<file path="config.mk">
export PLATFORM = sky130hd
export DESIGN_NAME = xml_markup_tokenizer
export DESIGN_NICKNAME = d
export VERILOG_FILES = /design/src/rtl/core/xmt_pkg.sv /design/src/rtl/core/xmt_front.sv /design/src/rtl/core/xmt_queue.sv /design/src/rtl/core/xmt_back.sv /design/src/rtl/core/xml_markup_tokenizer.sv
export SDC_FILE = /design/constraint.sdc
export NUM_CORES = 1
export LEC_CHECK = 0
export BUFFER_PORTS_ARGS = -buffer_cell sky130_fd_sc_hd__buf_2
export CORE_MARGIN = 2
export CORE_UTILIZATION = 40
export CTS_CLUSTER_DIAMETER = 30
export DETAILED_ROUTE_END_ITERATION = 6
export PLACE_DENSITY = 0.57
export SYNTH_ARGS = -nofsm -noshare
export SYNTH_HDL_FRONTEND = slang
export SYNTH_SLANG_ARGS = --single-unit
</file>
<file path="constraint.sdc">
create_clock -name clk_i -period 3.12 [get_ports clk_i]
set_clock_uncertainty 0.2 [all_clocks]
set_input_delay 0.624 -clock clk_i [delete_from_list [all_inputs] [get_ports clk_i]]
set_output_delay 0.624 -clock clk_i [all_outputs]
set_load 0.01 [all_outputs]
</file>
<file path="src/rtl/core/xmt_pkg.sv">
// Package of the XML markup tokenizer: modes, event kinds, characters, types.
// Depends on nothing; used by every module of the block.
`timescale 1ns / 1ps

package xmt_pkg;

  localparam int unsigned KindW  = 4;
  localparam int unsigned ByteW  = 8;
  localparam int unsigned ModeW  = 2;
  localparam int unsigned QDepth = 2;
  localparam int unsigned QPtrW  = 1;
  localparam int unsigned QCntW  = 2;

  localparam logic [ModeW-1:0] MODE_TEXT  = 2'd0;
  localparam logic [ModeW-1:0] MODE_NAME  = 2'd1;
  localparam logic [ModeW-1:0] MODE_ATTR  = 2'd2;
  localparam logic [ModeW-1:0] MODE_VALUE = 2'd3;

  localparam logic [KindW-1:0] EV_TEXT_CHAR  = 4'd0;
  localparam logic [KindW-1:0] EV_NAME_CHAR  = 4'd1;
  localparam logic [KindW-1:0] EV_ATTR_CHAR  = 4'd2;
  localparam logic [KindW-1:0] EV_VALUE_CHAR = 4'd3;
  localparam logic [KindW-1:0] EV_TEXT_END   = 4'd4;
  localparam logic [KindW-1:0] EV_NAME_END   = 4'd5;
  localparam logic [KindW-1:0] EV_ATTR_END   = 4'd6;
  localparam logic [KindW-1:0] EV_VALUE_END  = 4'd7;
  localparam logic [KindW-1:0] EV_ELEM_END   = 4'd8;
  localparam logic [KindW-1:0] EV_DOC_END    = 4'd9;
  localparam logic [KindW-1:0] EV_MALFORMED  = 4'd10;

  localparam logic [ByteW-1:0] CH_LT    = 8'h3C;
  localparam logic [ByteW-1:0] CH_GT    = 8'h3E;
  localparam logic [ByteW-1:0] CH_SLASH = 8'h2F;
  localparam logic [ByteW-1:0] CH_EQ    = 8'h3D;
  localparam logic [ByteW-1:0] CH_QUOTE = 8'h22;
  localparam logic [ByteW-1:0] CH_SPACE = 8'h20;

  localparam logic CMD_BYTE = 1'b0;
  localparam logic CMD_END  = 1'b1;

  typedef struct packed {
    logic [KindW-1:0] kind;
    logic [ByteW-1:0] data;
    logic             incomplete;
  } event_t;

  // One input item's worth of events: one or two.
  typedef struct packed {
    logic   two;
    event_t ev0;
    event_t ev1;
  } packet_t;

endpackage

</file>
<file path="src/rtl/core/xmt_front.sv">
// Front end: accepts input items, tracks the parse mode and classifies bytes.
// Depends on xmt_pkg; pushes event packets into xmt_queue.
`timescale 1ns / 1ps

module xmt_front (
  input  logic                        clk_i,
  input  logic                        rst_ni,
  input  logic                        in_valid_i,
  output logic                        in_ready_o,
  input  logic                        cmd_i,
  input  logic [xmt_pkg::ByteW-1:0]   char_byte_i,
  input  logic                        full_i,
  output logic                        push_o,
  output xmt_pkg::packet_t            pkt_o
);

  logic [xmt_pkg::ModeW-1:0] mode_q, mode_d;
  logic                      quote_q, quote_d;
  logic                      pend_q, pend_d;
  logic                      has_ev;
  logic                      accept;
  xmt_pkg::packet_t          pkt;

  function automatic xmt_pkg::event_t mk_ev(logic [xmt_pkg::KindW-1:0] kind,
                                            logic [xmt_pkg::ByteW-1:0] data,
                                            logic inc);
    xmt_pkg::event_t e;
    e.kind       = kind;
    e.data       = data;
    e.incomplete = inc;
    return e;
  endfunction

  assign in_ready_o = !full_i;
  assign accept     = in_valid_i && in_ready_o;

  always_comb begin
    logic [xmt_pkg::KindW-1:0] char_kind;
    logic [xmt_pkg::KindW-1:0] end_kind;
    char_kind = {2'b00, mode_q};
    end_kind  = {2'b01, mode_q};
    mode_d  = mode_q;
    quote_d = quote_q;
    pend_d  = pend_q;
    has_ev  = 1'b0;
    pkt     = '0;
    if (cmd_i == xmt_pkg::CMD_END) begin
      has_ev = 1'b1;
      if (pend_q) begin
        pkt.two = 1'b1;
        pkt.ev0 = mk_ev(xmt_pkg::EV_TEXT_END, '0, 1'b0);
        pkt.ev1 = mk_ev(xmt_pkg::EV_DOC_END, '0, mode_q != xmt_pkg::MODE_TEXT);
      end else begin
        pkt.ev0 = mk_ev(xmt_pkg::EV_DOC_END, '0, mode_q != xmt_pkg::MODE_TEXT);
      end
      mode_d  = xmt_pkg::MODE_TEXT;
      quote_d = 1'b0;
      pend_d  = 1'b0;
    end else if (mode_q == xmt_pkg::MODE_TEXT) begin
      if (char_byte_i == xmt_pkg::CH_LT) begin
        has_ev  = pend_q;
        pkt.ev0 = mk_ev(xmt_pkg::EV_TEXT_END, '0, 1'b0);
        pend_d  = 1'b0;
        quote_d = 1'b0;
        mode_d  = xmt_pkg::MODE_NAME;
      end else begin
        has_ev  = 1'b1;
        pkt.ev0 = mk_ev(xmt_pkg::EV_TEXT_CHAR, char_byte_i, 1'b0);
        pend_d  = 1'b1;
      end
    end else if (char_byte_i == xmt_pkg::CH_LT) begin
      has_ev  = 1'b1;
      pkt.ev0 = mk_ev(xmt_pkg::EV_MALFORMED, '0, 1'b0);
    end else if (char_byte_i == xmt_pkg::CH_QUOTE) begin
      quote_d = !quote_q;
    end else if (quote_q) begin
      has_ev  = (char_byte_i != xmt_pkg::CH_GT) && (char_byte_i != xmt_pkg::CH_SLASH)
                && (char_byte_i != xmt_pkg::CH_EQ);
      pkt.ev0 = mk_ev(char_kind, char_byte_i, 1'b0);
    end else begin
      unique case (mode_q)
        xmt_pkg::MODE_NAME: begin
          if (char_byte_i == xmt_pkg::CH_SPACE) begin
            has_ev  = 1'b1;
            pkt.ev0 = mk_ev(end_kind, '0, 1'b0);
            mode_d  = xmt_pkg::MODE_ATTR;
          end else if (char_byte_i == xmt_pkg::CH_GT) begin
            has_ev  = 1'b1;
            pkt.two = 1'b1;
            pkt.ev0 = mk_ev(end_kind, '0, 1'b0);
            pkt.ev1 = mk_ev(xmt_pkg::EV_ELEM_END, '0, 1'b0);
            mode_d  = xmt_pkg::MODE_TEXT;
          end else begin
            has_ev  = char_byte_i != xmt_pkg::CH_EQ;
            pkt.ev0 = mk_ev(char_kind, char_byte_i, 1'b0);
          end
        end
        xmt_pkg::MODE_ATTR: begin
          if (char_byte_i == xmt_pkg::CH_EQ) begin
            has_ev  = 1'b1;
            pkt.ev0 = mk_ev(end_kind, '0, 1'b0);
            mode_d  = xmt_pkg::MODE_VALUE;
          end else if (char_byte_i == xmt_pkg::CH_GT) begin
            has_ev  = 1'b1;
            pkt.ev0 = mk_ev(xmt_pkg::EV_ELEM_END, '0, 1'b0);
            mode_d  = xmt_pkg::MODE_TEXT;
          end else begin
            has_ev  = (char_byte_i != xmt_pkg::CH_SPACE)
                      && (char_byte_i != xmt_pkg::CH_SLASH);
            pkt.ev0 = mk_ev(char_kind, char_byte_i, 1'b0);
          end
        end
        default: begin
          if ((char_byte_i == xmt_pkg::CH_SPACE) || (char_byte_i == xmt_pkg::CH_SLASH)) begin
            has_ev  = 1'b1;
            pkt.ev0 = mk_ev(end_kind, '0, 1'b0);
            mode_d  = xmt_pkg::MODE_ATTR;
          end else if (char_byte_i == xmt_pkg::CH_GT) begin
            has_ev  = 1'b1;
            pkt.two = 1'b1;
            pkt.ev0 = mk_ev(end_kind, '0, 1'b0);
            pkt.ev1 = mk_ev(xmt_pkg::EV_ELEM_END, '0, 1'b0);
            mode_d  = xmt_pkg::MODE_TEXT;
          end else begin
            has_ev  = char_byte_i != xmt_pkg::CH_EQ;
            pkt.ev0 = mk_ev(char_kind, char_byte_i, 1'b0);
          end
        end
      endcase
    end
  end

  assign push_o = accept && has_ev;
  assign pkt_o  = pkt;

  always_ff @(posedge clk_i or negedge rst_ni) begin
    if (!rst_ni) begin
      mode_q  <= xmt_pkg::MODE_TEXT;
      quote_q <= 1'b0;
      pend_q  <= 1'b0;
    end else if (accept) begin
      mode_q  <= mode_d;
      quote_q <= quote_d;
      pend_q  <= pend_d;
    end
  end

endmodule

</file>
<file path="src/rtl/core/xmt_queue.sv">
// Two-entry queue of event packets between the front and the back end.
// Depends on xmt_pkg.
`timescale 1ns / 1ps

module xmt_queue (
  input  logic             clk_i,
  input  logic             rst_ni,
  input  logic             push_i,
  input  xmt_pkg::packet_t pkt_i,
  output logic             full_o,
  output logic             head_valid_o,
  output xmt_pkg::packet_t head_o,
  input  logic             pop_i
);

  xmt_pkg::packet_t                mem_q [xmt_pkg::QDepth];
  logic [xmt_pkg::QPtrW-1:0]       wr_ptr_q, rd_ptr_q;
  logic [xmt_pkg::QCntW-1:0]       cnt_q, cnt_d;
  logic                            do_push, do_pop;

  assign full_o       = cnt_q == xmt_pkg::QCntW'(xmt_pkg::QDepth);
  assign head_valid_o = cnt_q != '0;
  assign head_o       = mem_q[rd_ptr_q];
  assign do_push      = push_i && !full_o;
  assign do_pop       = pop_i && head_valid_o;

  always_comb begin
    cnt_d = cnt_q;
    if (do_push && !do_pop) begin
      cnt_d = cnt_q + 1'b1;
    end else if (do_pop && !do_push) begin
      cnt_d = cnt_q - 1'b1;
    end
  end

  always_ff @(posedge clk_i or negedge rst_ni) begin
    if (!rst_ni) begin
      wr_ptr_q <= '0;
      rd_ptr_q <= '0;
      cnt_q    <= '0;
    end else begin
      cnt_q <= cnt_d;
      if (do_push) begin
        wr_ptr_q <= wr_ptr_q + 1'b1;
      end
      if (do_pop) begin
        rd_ptr_q <= rd_ptr_q + 1'b1;
      end
    end
  end

  always_ff @(posedge clk_i) begin
    if (do_push) begin
      mem_q[wr_ptr_q] <= pkt_i;
    end
  end

endmodule

</file>
<file path="src/rtl/core/xmt_back.sv">
// Back end: splits each packet into single events and holds the output register.
// Depends on xmt_pkg; drains xmt_queue.
`timescale 1ns / 1ps

module xmt_back (
  input  logic                      clk_i,
  input  logic                      rst_ni,
  input  logic                      head_valid_i,
  input  xmt_pkg::packet_t          head_i,
  output logic                      pop_o,
  output logic                      out_valid_o,
  input  logic                      out_ready_i,
  output logic [xmt_pkg::KindW-1:0] event_kind_o,
  output logic [xmt_pkg::ByteW-1:0] event_byte_o,
  output logic                      doc_incomplete_o,
  output logic                      last_of_run_o
);

  logic            valid_q, valid_d;
  logic            second_q, second_d;
  logic            load;
  xmt_pkg::event_t ev_q, ev_d;
  logic            last_q, last_d;

  assign load = !valid_q || out_ready_i;

  always_comb begin
    valid_d  = valid_q;
    second_d = second_q;
    ev_d     = ev_q;
    last_d   = last_q;
    pop_o    = 1'b0;
    if (load) begin
      valid_d = head_valid_i;
      if (head_valid_i) begin
        if (second_q) begin
          ev_d     = head_i.ev1;
          last_d   = 1'b1;
          pop_o    = 1'b1;
          second_d = 1'b0;
        end else begin
          ev_d     = head_i.ev0;
          last_d   = !head_i.two;
          pop_o    = !head_i.two;
          second_d = head_i.two;
        end
      end
    end
  end

  always_ff @(posedge clk_i or negedge rst_ni) begin
    if (!rst_ni) begin
      valid_q  <= 1'b0;
      second_q <= 1'b0;
    end else begin
      valid_q  <= valid_d;
      second_q <= second_d;
    end
  end

  always_ff @(posedge clk_i) begin
    ev_q   <= ev_d;
    last_q <= last_d;
  end

  assign out_valid_o      = valid_q;
  assign event_kind_o     = ev_q.kind;
  assign event_byte_o     = ev_q.data;
  assign doc_incomplete_o = ev_q.incomplete;
  assign last_of_run_o    = last_q;

endmodule

</file>
<file path="src/rtl/core/xml_markup_tokenizer.sv">
// XML markup tokenizer: one document byte or end-of-document item per cycle while not stalled.
// An accepted request's events pass through the packet queue into the output register.
// An item with two events loads the output register once for each of its events in turn.
// The two-entry packet queue absorbs those pairs, so input stalls only when it fills.
// Reset clears the parse mode, quote and pending-text flags, the queue and the output valid.
`timescale 1ns / 1ps

module xml_markup_tokenizer (
  input  logic                      clk_i,
  input  logic                      rst_ni,
  input  logic                      in_valid_i,
  output logic                      in_ready_o,
  input  logic                      cmd_i,
  input  logic [xmt_pkg::ByteW-1:0] char_byte_i,
  output logic                      out_valid_o,
  input  logic                      out_ready_i,
  output logic [xmt_pkg::KindW-1:0] event_kind_o,
  output logic [xmt_pkg::ByteW-1:0] event_byte_o,
  output logic                      doc_incomplete_o,
  output logic                      last_of_run_o
);

  logic             push, full, head_valid, pop;
  xmt_pkg::packet_t pkt, head;

  xmt_front u_front (
    .clk_i       (clk_i),
    .rst_ni      (rst_ni),
    .in_valid_i  (in_valid_i),
    .in_ready_o  (in_ready_o),
    .cmd_i       (cmd_i),
    .char_byte_i (char_byte_i),
    .full_i      (full),
    .push_o      (push),
    .pkt_o       (pkt)
  );

  xmt_queue u_queue (
    .clk_i        (clk_i),
    .rst_ni       (rst_ni),
    .push_i       (push),
    .pkt_i        (pkt),
    .full_o       (full),
    .head_valid_o (head_valid),
    .head_o       (head),
    .pop_i        (pop)
  );

  xmt_back u_back (
    .clk_i            (clk_i),
    .rst_ni           (rst_ni),
    .head_valid_i     (head_valid),
    .head_i           (head),
    .pop_o            (pop),
    .out_valid_o      (out_valid_o),
    .out_ready_i      (out_ready_i),
    .event_kind_o     (event_kind_o),
    .event_byte_o     (event_byte_o),
    .doc_incomplete_o (doc_incomplete_o),
    .last_of_run_o    (last_of_run_o)
  );

endmodule

</file>
* Word level (Yosys, flattened, before mapping) *
Memories as Yosys holds them, arrays and structs flattened.
Index checks and enable logic that the tools add are counted.

word-level totals
  flip-flop bits (word level) = 24
  bits in writable memories = 54
  bits of input ports = 13
  memories = 1

operators by class
  $add $sub $neg = 4
  equal/unequal tests = 17
  mux-type cells = 69
  reduce and logical (&&, ||, !) cells = 27

memories
  name           depth  bits a word  read ports  clocked after memory_dff  wr ports  RTL line         RTL
  u_queue.mem_q  2      27           1           0                         1         xmt_queue.sv:16  xmt_pkg::packet_t mem_q [xmt_pkg::QDepth];

operators with widths
  kind                   number
  $mux W13               16
  $mux W27               2
  $pmux W13 S2           2
  $eq A8 B6 Y1 const B   6
  $mux W1                32
  $ne A8 B6 Y1 const B   4
  $mux W12               2
  $mux W2                12
  $logic_and A1 B1 Y1    9
  $reduce_bool A2 Y1     4
  $logic_not A1 Y1       6
  $ne A3 B2 Y1 const B   2
  $ne A3 B3 Y1 const B   2
  $reduce_and A5 Y1      1
  $eq A2 B2 Y1 const B   2
  $pmux W1 S2            2
  $pmux W2 S2            1
  $reduce_and A2 Y1      2
  $reduce_and A4 Y1      1
  $reduce_bool A3 Y1     1
  $add A1 B1 Y1 const B  2
  $add A2 B1 Y2 const B  1
  $eq A2 B1 Y1 const B   1
  $logic_not A2 Y1       1
  2 further kinds        3

* Depth between registers and ports, before layout *
Gate-level depths: netlist of run 1.

  word-level depth = 16
  gate-level depth with buffers = 10
  mapped depth without buffers = 10

* By module *
Synthesis of run 1 repeated with hierarchy kept, for this count alone.

second synthesis, totals
  cell total of the unflattened synthesis = 290
  area, all modules = 4047.6 um2

modules (own cells, without submodules)
  module     instances  cells an instance  area an instance (um2)  seq. area each (um2)
  xmt_queue  1          103                2248.4                  1721.7
  xmt_front  1          148                1072.3                  100.1
  xmt_back   1          39                 726.9                   470.5

* Least setup slack after synthesis of run 1 *
No wires, ideal clock.

  kind = input to register
  from = input char_byte_i[2] (netlist name)
  to = memory u_queue.mem_q[0][0] (netlist name), enable pin
  setup time = 390 ps
  arrival = 2433 ps
  required time = 2530 ps
  setup slack = 97 ps
  stages on the path = 7
  path through = buf_4 and4_2 buf_2 a21oi_1 o211ai_1 a211oi_2 nor2b_1

between the ends
  cells in the longest elaborated chain, start to end = 14

RTL lines
  element                                 RTL line                                             RTL
  start: declaration                      xml_markup_tokenizer.sv:14                           input logic [xmt_pkg::ByteW-1:0] char_byte_i,
  $ne A8 B6 Y1, on equally long branches  xmt_front.sv:108, xmt_front.sv:77, xmt_front.sv:109
  $logic_and A1 B1 Y1                     xmt_front.sv:109                                     && (char_byte_i != xmt_pkg::CH_SLASH);
  $mux W1                                 xmt_front.sv:103                                     end else if (char_byte_i == xmt_pkg::CH_GT) begin
  $mux W1                                 xmt_front.sv:99                                      if (char_byte_i == xmt_pkg::CH_EQ) begin
  $pmux W1 S2                             xmt_front.sv:81                                      unique case (mode_q)
  $mux W1                                 xmt_front.sv:76                                      end else if (quote_q) begin
  $mux W1                                 xmt_front.sv:74                                      end else if (char_byte_i == xmt_pkg::CH_QUOTE) begin
  $mux W1                                 xmt_front.sv:71                                      end else if (char_byte_i == xmt_pkg::CH_LT) begin
  $mux W1 (*)                             xmt_front.sv:59                                      end else if (mode_q == xmt_pkg::MODE_TEXT) begin
  $mux W1 (*)                             xmt_front.sv:47                                      if (cmd_i == xmt_pkg::CMD_END) begin
  $logic_and A1 B1 Y1 (*)                 xmt_front.sv:133                                     assign push_o = accept && has_ev;
  $logic_and A1 B1 Y1 (*)                 xmt_queue.sv:24                                      assign do_push = push_i && !full_o;
  net u_queue.do_push                     xmt_queue.sv:19                                      logic do_push, do_pop;
  $mux W1 (*)                             xmt_queue.sv:53                                      if (do_push) begin
  $mux W1 (not written as such) (*)       xmt_queue.sv:54                                      mem_q[wr_ptr_q] <= pkt_i;
  end: declaration                        xmt_queue.sv:16

Mark *: on every way through the listed nets, which the timed path passes. The rest lies on a longest branch.

* Worst setup path after layout of run 1 *
  from = register u_front.mode_q[1] (netlist name)
  to = memory u_queue.mem_q[0][16] (netlist name), enable pin

between the ends
  cells in the longest elaborated chain, start to end = 11

RTL lines
  element                                       RTL line          RTL
  start: declaration                            xmt_front.sv:17   logic [xmt_pkg::ModeW-1:0] mode_q, mode_d;
  start signal: assignment                      xmt_front.sv:138  mode_q <= xmt_pkg::MODE_TEXT;
  start signal: assignment                      xmt_front.sv:142  mode_q <= mode_d;
  $eq A2 B2 Y1 or $eq A2 B1 Y1 (tied branches)  xmt_front.sv:81
  $pmux W1 S2                                   xmt_front.sv:81
  $mux W1                                       xmt_front.sv:76
  $mux W1                                       xmt_front.sv:74
  $mux W1                                       xmt_front.sv:71
  $mux W1 (*)                                   xmt_front.sv:59
  $mux W1 (*)                                   xmt_front.sv:47
  $logic_and A1 B1 Y1 (*)                       xmt_front.sv:133
  $logic_and A1 B1 Y1 (*)                       xmt_queue.sv:24
  net u_queue.do_push                           xmt_queue.sv:19
  $mux W1 (*)                                   xmt_queue.sv:53
  $mux W1 (not written as such) (*)             xmt_queue.sv:54

Marks and branches as above.

==> impl.org, run 1 <==
** Floorplan
- Horiz. Die Dim :: 88.8 um
- Measured along the y axis, the die boundary spans 88.8 um.
- 29 I/O pins were placed.
- Effective utilization at floorplan :: a little over two fifths
- Area inside the core boundary :: 0.00687 sq mm
- After floorplanning, the core was divided into 30 placement rows.
- DIE AREA :: 0.00789 sq mm

** Global route
- Number of antenna violations at the first check in global routing :: 0
- Leftover overflow at the end of global routing :: 0
- The via count of the first global-routing pass was around 1800.
- Wire length of the first global-routing pass :: between 8000 and 9000 um
- In the global route stage, overall resource usage came out at 14.7%.
- Largest net degree at the start of global routing :: 21

** Clock tree
- Bufs on Longest Clock Path :: 2
- For this design, the sink count on the clock tree is 56.
- TritonCTS clock tree :: yes
- The H-tree generated during clock tree synthesis spans 2 levels.
- Gates resized during post-CTS repair numbered 0.
- In this run, CTS created clock tree buffers numbering 5.
- Buffer count from post-CTS setup fixing :: 0
- Clock-pin slew of the registers on the worst-case setup and hold paths :: approximately 0.090 ns
- Clock Latency Late Sink :: about 0.3 ns
- Library cell used as clock root buffer :: sky130_fd_sc_hd__clkbuf_8

** Min path
- The path class of the tightest hold or removal check is reg -> reg.
- Hold Path Origin :: u_queue.wr_ptr_q
- The path with the worst hold slack has its endpoint at u_queue.wr_ptr_q.
- Instance count along the most critical hold path :: 1

** Pwr
- PwrDens :: approximately 810 mW/mm^2
- Power comes to 2580 uW.
- Leakage power summed over all cells :: 0.00118 uW
- Peak VDD IR :: between 0.2 and 0.3 mV

** Layout
- In the final layout, the multi-input gates occupy 0.00111 sq mm.
- Relative to the synthesized area, the layout overhead comes to 11.0%.
- For this run, the post-layout net count is approximately 280.
- Proportion of layout cells with a drive suffix above 1 :: a little over a fifth
- Post-route design area :: 0.00319 sq mm
- In the final layout, flip-flops and latches occupy between 0.0015 and 0.002 sq mm.
- Fillers :: between 600 and 700
- The number of antenna diodes in the final layout is 0.

** STA
- Share of the clock period used by the worst path after layout :: a little under nine tenths
- Setup repair after global routing left no endpoint under its margin.
- Min Clock Period, post-route :: about 2.7 ns
- For the final routed database, the setup TNS stands at 0 ns.
- Final hold slack :: 0.286 ns
- Fin. max-slew vios :: 0
- Total count of hold-check failures in the final report :: 0
- For the pin with the worst max-slew slack, the measured transition is slightly below 0.5 ns.
- Setup violations remaining at the end of the flow were counted as 0.
- Final worst-path setup slack :: between 0.4 and 0.5 ns
- Worst slew slack as a fraction of its limit :: between 60% and 70%
- Based on the critical path, the design can be clocked at up to 375 MHz.

** Route
- The first routing iteration left 93 violations.
- Before antenna repair, the detailed router went through 4 iterations.
- Remaining antenna violation count after routing :: 0
- In the final routed layout, each cell accounts on average for around 15 um.
- Vias per std cell :: about 5.3
- Summing over every cut layer, the via total after detailed routing is approximately 1900.
- Post-Route WL :: 5510 um
- After detailed routing, the number of remaining DRC violations is 0.

** Synthesis
- Summed over its instances, the top area cell type makes up 48.0% of the synthesized netlist area.
- Number of enable flip-flop cells after synthesis :: between 40 and 50
- Top-count cell post-synth :: sky130_fd_sc_hd__edfxtp_1
- In this run, synthesis produced a sequential element count of 56.
- Most instantiated flip-flop cell in the synthesis netlist :: sky130_fd_sc_hd__edfxtp_1
- Synthesized area per cell :: ~12 sq um
- The netlist uses 57 different library cells.
- Top cells by count, synth :: sky130_fd_sc_hd__edfxtp_1, sky130_fd_sc_hd__nor2_1, sky130_fd_sc_hd__inv_1, sky130_fd_sc_hd__mux2i_1, sky130_fd_sc_hd__nand2_1
- Sequential element share of the synthesized area :: between 50% and 60%
- Synth area leaders :: sky130_fd_sc_hd__edfxtp_1, sky130_fd_sc_hd__dfrtp_1, sky130_fd_sc_hd__mux2i_1, sky130_fd_sc_hd__nor2_1, sky130_fd_sc_hd__mux4_2
- Cell area after synthesis :: between 0.002 and 0.003 sq mm
- Yosys warning count :: 0
- Of all cell types, the one taking the most synthesized area is sky130_fd_sc_hd__edfxtp_1.
- Gate count of the mapped netlist :: 236
- Synthesis produced a netlist with a net count of around 250.
- After synthesis, the share of flip-flops with an asynchronous set or reset is 17.9%.

** Critical path
- The worst setup path is launched from a flip-flop.
- Data arrives at the worst endpoint at ~2.5 ns.
- Setup slack of the most critical reg-to-reg path :: roughly 0.45 ns
- Counting cells, the worst reg-to-reg path comes to 7.
- Data on the critical path is required at its endpoint by just under 3 ns.
- CP Class :: reg -> reg
- In this design, the stage delay of the slowest critical-path cell is ~0.45 ns.
- On the critical path, the stage with the largest delay is an instance of sky130_fd_sc_hd__dfrtp_1.
- Walking the worst path, the cells encountered are inv_1 > ha_1 > or2_2 > a31oi_1 > a211oi_2 > nor2b_1 > buf_4.
- Of all nets on the critical path, the largest fanout is 16.
- STA classifies the critical path endpoint as a flip-flop.
- Startpoint of the worst register-to-register path :: u_front.mode_q[1]
- The worst register-to-register path ends at u_queue.mem_q[0][16].
- Together, buffers and inverters on the worst path number 2.
- Cell family with the largest share of critical-path delay :: compound AO/OA/AOI/OAI gates

** Placed design
- DP HPWL :: between 4000 and 5000 um
- After detailed placement, the total cell area comes to roughly 0.0031 sq mm.
- Before CTS, the worst setup slack after placement is ~0.36 ns.
- During placement, the flow inserted port buffers numbering 28.
- Final Wtd Congestion :: 0.865

** Run status
- Outcome :: completed

** Job
- The tool flagged a number of max-cap violations equal to 0.
-- sequential cells by signal (all words and copies together), names as in the netlist --
| signal | cells |
|---|---|
| u_back.second_q | 1 |
| u_back.event_kind_o | 4 |
| u_back.doc_incomplete_o | 1 |
| u_queue.rd_ptr_q | 1 |
| u_back.out_valid_o | 1 |
| u_queue.mem_q | 32 |
| u_back.event_byte_o | 8 |
| u_back.last_of_run_o | 1 |
| u_front.mode_q | 2 |
| u_queue.wr_ptr_q | 1 |
| u_front.quote_q | 1 |
| u_queue.cnt_q | 2 |
| u_front.pend_q | 1 |
-- worst reg2reg max path: stages, from the launching register on --
cell and delay (ns):
sky130_fd_sc_hd__dfrtp_1 0.45, sky130_fd_sc_hd__inv_1 0.12, sky130_fd_sc_hd__ha_1 0.43, sky130_fd_sc_hd__or2_2 0.26, sky130_fd_sc_hd__a31oi_1 0.07, sky130_fd_sc_hd__a211oi_2 0.41, sky130_fd_sc_hd__nor2b_1 0.18, sky130_fd_sc_hd__buf_4 0.24
-- cell usage in the layout (no fill, tap or decap), types with 3 or more instances in the layout --
master,count
sky130_fd_sc_hd__o21ai_0,7
sky130_fd_sc_hd__mux2i_1,11
sky130_fd_sc_hd__and2_1,6
sky130_fd_sc_hd__clkbuf_8,5
sky130_fd_sc_hd__mux4_2,3
sky130_fd_sc_hd__a211oi_1,6
sky130_fd_sc_hd__ha_1,4
sky130_fd_sc_hd__or2_2,3
sky130_fd_sc_hd__a21oi_1,6
sky130_fd_sc_hd__buf_4,7
sky130_fd_sc_hd__a31oi_1,4
sky130_fd_sc_hd__nand3_1,7
sky130_fd_sc_hd__o31ai_1,3
sky130_fd_sc_hd__xor2_1,3
sky130_fd_sc_hd__dfrtp_1,10
sky130_fd_sc_hd__nand4_1,6
sky130_fd_sc_hd__nand2_1,11
sky130_fd_sc_hd__edfxtp_1,46
sky130_fd_sc_hd__buf_2,28
sky130_fd_sc_hd__inv_1,11
sky130_fd_sc_hd__or3_1,3
sky130_fd_sc_hd__nand2b_1,3
sky130_fd_sc_hd__nor2_1,24
sky130_fd_sc_hd__o211ai_1,4
-- worst max path at each step --
| stage | to | depth (start not counted) | startpoint | slack, ns |
|---|---|---|---|---|
| 4_1_cts | u_queue.mem_q[0][16] | 7 | u_front.mode_q[1] | 0.46 |
| 2_1_floorplan | u_queue.mem_q[0][0] | 7 | char_byte_i[2] | 0.1 |
| 6_report | u_queue.mem_q[0][16] | 7 | u_front.mode_q[1] | 0.45 |
| 3_5_place_dp | u_queue.cnt_q[1] | 9 | char_byte_i[4] | 0.36 |
| 3_3_place_gp | u_queue.cnt_q[1] | 9 | char_byte_i[4] | 0.33 |
| 5_1_grt | u_queue.mem_q[0][17] | 8 | u_front.mode_q[1] | 0.29 |
-- kinds of logic (layout without fill, tap and decap cells) --
| kind of cell | count (synthesis) | in the layout | synth area share, % |
|---|---|---|---|
| AND/OR/NAND/NOR | 83 | 83 | 16.2 |
| flip-flops | 56 | 56 | 56.7 |
| AO/OA/AOI/OAI | 48 | 48 | 12.5 |
| buffers and inverters | 25 | 55 | 4.74 |
| multiplexers | 15 | 15 | 6.57 |
| XOR/XNOR | 5 | 5 | 1.52 |
| adder cells (fa/ha/maj) | 4 | 4 | 1.74 |
-- what timing repair did --
item / CTS / global route
setup endpoints to repair: 0 / 0
hold endpoints to repair: 10 / 0
hold buffers: 1 / 0
-- final cells by class --
class / instances / area share [%]
clock inverter: 3 / 0.666
multi-input combinational: 155 / 34.7
clock buffer: 5 / 2.15
sequential: 56 / 51.1
tap: 96 / 3.76
timing repair buffer: 36 / 6.35
inverter: 11 / 1.29
-- through the flow --
stage          utilization (%)  std cells
6_report                  46.5        362
5_1_grt                   46.5        362
4_1_cts                   46.5        362
3_5_place_dp              45.0        353
3_3_place_gp              45.0        353
2_1_floorplan                -        236
-- routing by layer --
layer  global-route usage (%)  share of wire (%)
met5                        0                  0
met4                     7.02                3.1
met3                     2.71                4.3
met2                     24.8                 49
met1                     18.2                 43
-- power breakdown --
group	switching, uW	internal [uW]
Clock	219	159
Sequential	122	1150
Combinational	532	400
(Power assumes the default switching activity.)
==> inputs of run 2 (changes only) <==
--- a/config.mk
+++ b/config.mk
@@ -6,11 +6,12 @@
 export NUM_CORES = 1
 export LEC_CHECK = 0
 export BUFFER_PORTS_ARGS = -buffer_cell sky130_fd_sc_hd__buf_2
+export CORE_ASPECT_RATIO = 1.5
 export CORE_MARGIN = 2
 export CORE_UTILIZATION = 40
 export CTS_CLUSTER_DIAMETER = 30
 export DETAILED_ROUTE_END_ITERATION = 6
-export PLACE_DENSITY = 0.57
+export PLACE_DENSITY = 0.64
 export SYNTH_ARGS = -nofsm -noshare
 export SYNTH_HDL_FRONTEND = slang
 export SYNTH_SLANG_ARGS = --single-unit
==> run 2 against run 1 <==
  * Wire length rose by 5.5%
  * Via count rose by 3.8%
  * Sequential power barely moved
  * Setup slack got worse by 0.059 ns
  * Power rose by 1.5%
  * Sequential cell count did not move
  * Count of clock-buffer cells in the layout did not move
  * Die area rose by 0.18%
  * Global-route usage rose by 1.2 points
  * Utilization rose by 0.21 points
  * Critical endpoint is now u_queue.mem_q[1][22]
  * Largest power group unchanged
==> impl.org, run 2 (synthesis results as in run 1) <==
** Layout
- The most frequent standard cell in the layout excluding fill and tap cells is sky130_fd_sc_hd__edfxtp_1 (unchanged).
- Proportion of layout cells with a drive suffix above 1 :: 23.5% (was 21.8%)
- Most frequent cells in the layout: sky130_fd_sc_hd__edfxtp_1, sky130_fd_sc_hd__buf_2, sky130_fd_sc_hd__nor2_1 (unchanged).
- Area growth from synthesis to layout :: 12.0% (was 11.0%)
- The number of inserted diodes was 0 (unchanged).
- Final layout net count :: 288 (was 282)
- Biggest register :: u_queue.mem_q (unchanged)
- Post-route design area :: 0.00322 sq mm (was 0.00319 sq mm)
- Number of flip-flops under the largest register name :: 32 (unchanged)

** Route
- The total number of vias was 2009 (was 1936).
- The remaining number of nets flagged by the antenna check after routing came to 0 (unchanged).
- The number of detailed-route iterations in the first pass was 4 (unchanged).
- Post-Route WL :: 5810 um (was 5510 um)
- Post-DR wirelength/cell :: 16.6 um (was 15.2 um)
- Post-route DRC violation count :: 0 (unchanged)
- The via count normalized by instance count came to 5.74 (was 5.35).
- The DRC violation total after the first TritonRoute iteration was 90 (was 93).

** Global route
- Wire length of the first global-routing pass :: 9420 um (was 8750 um)
- The total global routing track utilization came to 15.9% (was 14.7%).
- The largest net degree at the start of global routing came to 20 (was 21).
- Via count of the first global-routing pass :: 1879 (was 1803)
- Number of antenna violations at the first check in global routing :: 0 (unchanged)
- Leftover overflow at the end of global routing :: 0 (unchanged)

** Critical path
- Startpoint of the worst register-to-register path :: u_front.mode_q[1] (unchanged)
- First element of the critical path :: u_front.mode_q[1] (unchanged)
- The largest stage delay on the critical path is 0.62 ns (was 0.45 ns).
- Worst EP arrival :: 2.47 ns (was 2.46 ns)
- Ordered cell list for the critical path: inv_1 > ha_1 > or2_2 > a31oi_1 > a211oi_2 > and2_1 (was inv_1 > ha_1 > or2_2 > a31oi_1 > a211oi_2 > nor2b_1 > buf_4).
- CP Class :: reg -> reg (unchanged)
- The slowest stage cell on the critical path is sky130_fd_sc_hd__and2_1 (was sky130_fd_sc_hd__dfrtp_1).
- Worst-path fanout max :: 16 (unchanged)
- The required time at the endpoint of the critical path is 2.87 ns (was 2.92 ns).
- Category of the worst setup path launch point :: flip-flop (unchanged)
- Kind of capture point of the worst setup path :: flip-flop (unchanged)

** Pwr
- The logic gate share of total power came to 36.3% (was 36.1%).
- The power density over the cells came to 813 mW/mm^2 (was 808 mW/mm^2).
- Peak VDD IR :: 0.272 mV (was 0.298 mV)
- The internal cell power is 1730 uW (was 1710 uW).
- The leakage power is 0.00122 uW (was 0.00118 uW).
- The net switching power figure came to 892 uW (was 872 uW).
- The share of total power consumed by net switching came to 34.1% (was 33.8%).
- The part of the power in registers came to 48.5% (was 49.2%).
- Power share of the clock group :: 15.2% (was 14.6%)

** Floorplan
- Height of the die :: 108 um (was 88.8 um)
- Effective utilization at floorplan :: 41.7% (was 41.9%)
- The site row count is 37 (was 30).
- Area inside the core boundary :: 0.00690 sq mm (was 0.00687 sq mm)
- The die extent in x came to 73.2 um (was 88.8 um).
- Ports :: 29 (unchanged)
- The overall die area is 0.00790 sq mm (was 0.00789 sq mm).

** Clock tree
- Resize count post-CTS :: 0 (unchanged)
- Clock buffers created by TritonCTS :: 5 (unchanged)
- Library cell used as clock root buffer :: sky130_fd_sc_hd__clkbuf_8 (unchanged)
- The clock latency on the worst-skew pair came to 0.31 ns (was 0.30 ns).
- Bufs on Longest Clock Path :: 2 (unchanged)
- TritonCTS clock tree :: yes (unchanged)
- Clock-pin slew of the registers on the worst-case setup and hold paths :: 0.10 ns (was 0.09 ns)
- The H-tree depth is 2 (unchanged).
- The total number of clock tree sinks is 56 (unchanged).
- Buffer count from post-CTS setup fixing :: 0 (unchanged)

** STA
- Share of the clock period used by the worst path after layout :: 87.3% (was 85.4%)
- The fmax is 367 MHz (was 375 MHz).
- Total of endpoints with negative setup slack in the final report :: 0 (unchanged)
- The number of slew-limit violations in the final report is 0 (unchanged).
- Fin Setup TNS :: 0 ns (unchanged)
- Min Clock Period, post-route :: 2.72 ns (was 2.67 ns)
- Total count of hold-check failures in the final report :: 0 (unchanged)
- The worst-margin pin slew is 0.697 ns (was 0.484 ns).
- Setup repair after global routing missed its margin :: false (unchanged)
- Final hold slack :: 0.297 ns (was 0.286 ns)
- The worst slew margin relative to its limit came to 53.5% (was 67.7%).

** Placed design
- IO Port Bufs :: 28 (unchanged)
- Placed instance area :: 0.00312 sq mm (was 0.00309 sq mm)
- The half-perimeter wire length after detailed placement came to 4500 um (was 4080 um).
- The routability congestion estimate was 0.935 (was 0.865).

** Run status
- Outcome: completed (unchanged).

** Min path
- The class of the most critical hold timing path is reg -> reg (unchanged).
- Hold Path Origin :: u_queue.cnt_q[1] (was u_queue.wr_ptr_q)

** Job
- The count of maximum capacitance violations was 0 (unchanged).
run 2: cell types whose count changed in the layout (fill, tap and decap cells not counted):
cell	previous run	this run
sky130_fd_sc_hd__clkinvlp_4	1	0
sky130_fd_sc_hd__clkinv_2	1	0
sky130_fd_sc_hd__clkinv_4	0	2
sky130_fd_sc_hd__buf_4	7	13
run 2: routing by layer:
metal | share of wire [%] | track usage (%)
met2 | 55 | 27.9
met3 | 3.5 | 3.09
met5 | 0 | 0
met4 | 3.8 | 9.79
met1 | 38 | 16.9
run 2: metrics by stage:
stage,std cells,setup slack (ns),total power [uW],util (%)
6_report,350,0.395,2620,46.7
5_1_grt,350,0.154,2810,46.7
4_1_cts,350,0.356,2660,46.7
3_5_place_dp,341,0.262,2250,45.2
3_3_place_gp,341,0.319,2240,45.2
2_1_floorplan,236,0.0971,1940,-
run 2: critical path, delay by kind of cell (launching register included):
kind	cells	cell delay, ns
flops	1	0.44
simple gates	2	0.88
buf+inv	1	0.12
compound gates	2	0.35
fa+ha+maj	1	0.37
run 2: power by group through the flow:
| stage | combinational (uW) | clock [uW] | sequential (uW) |
|---|---|---|---|
| 6_report | 949 | 399 | 1270 |
| 5_1_grt | 1060 | 441 | 1300 |
| 4_1_cts | 965 | 415 | 1280 |
| 3_5_place_dp | 962 | 0 | 1290 |
| 3_3_place_gp | 956 | 0 | 1280 |
| 2_1_floorplan | 636 | 0 | 1300 |
run 2: area by class of cell:
type | instances | area, sq um
fillers | 619 | 3680
flip-flops and latches | 56 | 1630
multi-input cells | 155 | 1110
repair buffers | 42 | 248
well taps | 78 | 97.6
clock buffers | 5 | 68.8
inverters | 11 | 41.3
clock inverters | 3 | 26.3
run 2: worst paths after layout:
path / to / slack (ns) / cells after the start
setup reg to reg: u_queue.mem_q[1][22] / 0.40 / 6
setup / recovery: u_queue.mem_q[1][22] / 0.40 / 6
hold / removal: u_queue.cnt_q[1] / 0.30 / 1
hold reg to reg: u_queue.cnt_q[1] / 0.30 / 1
max in group asynchronous: u_back.second_q / 2.02 / 2
min in group asynchronous: u_queue.cnt_q[1] / 0.50 / 2
run 2: what timing repair did:
item / CTS / global route
hold buffers: 1 / 0
setup endpoints to repair: 0 / 0
hold endpoints to repair: 10 / 0
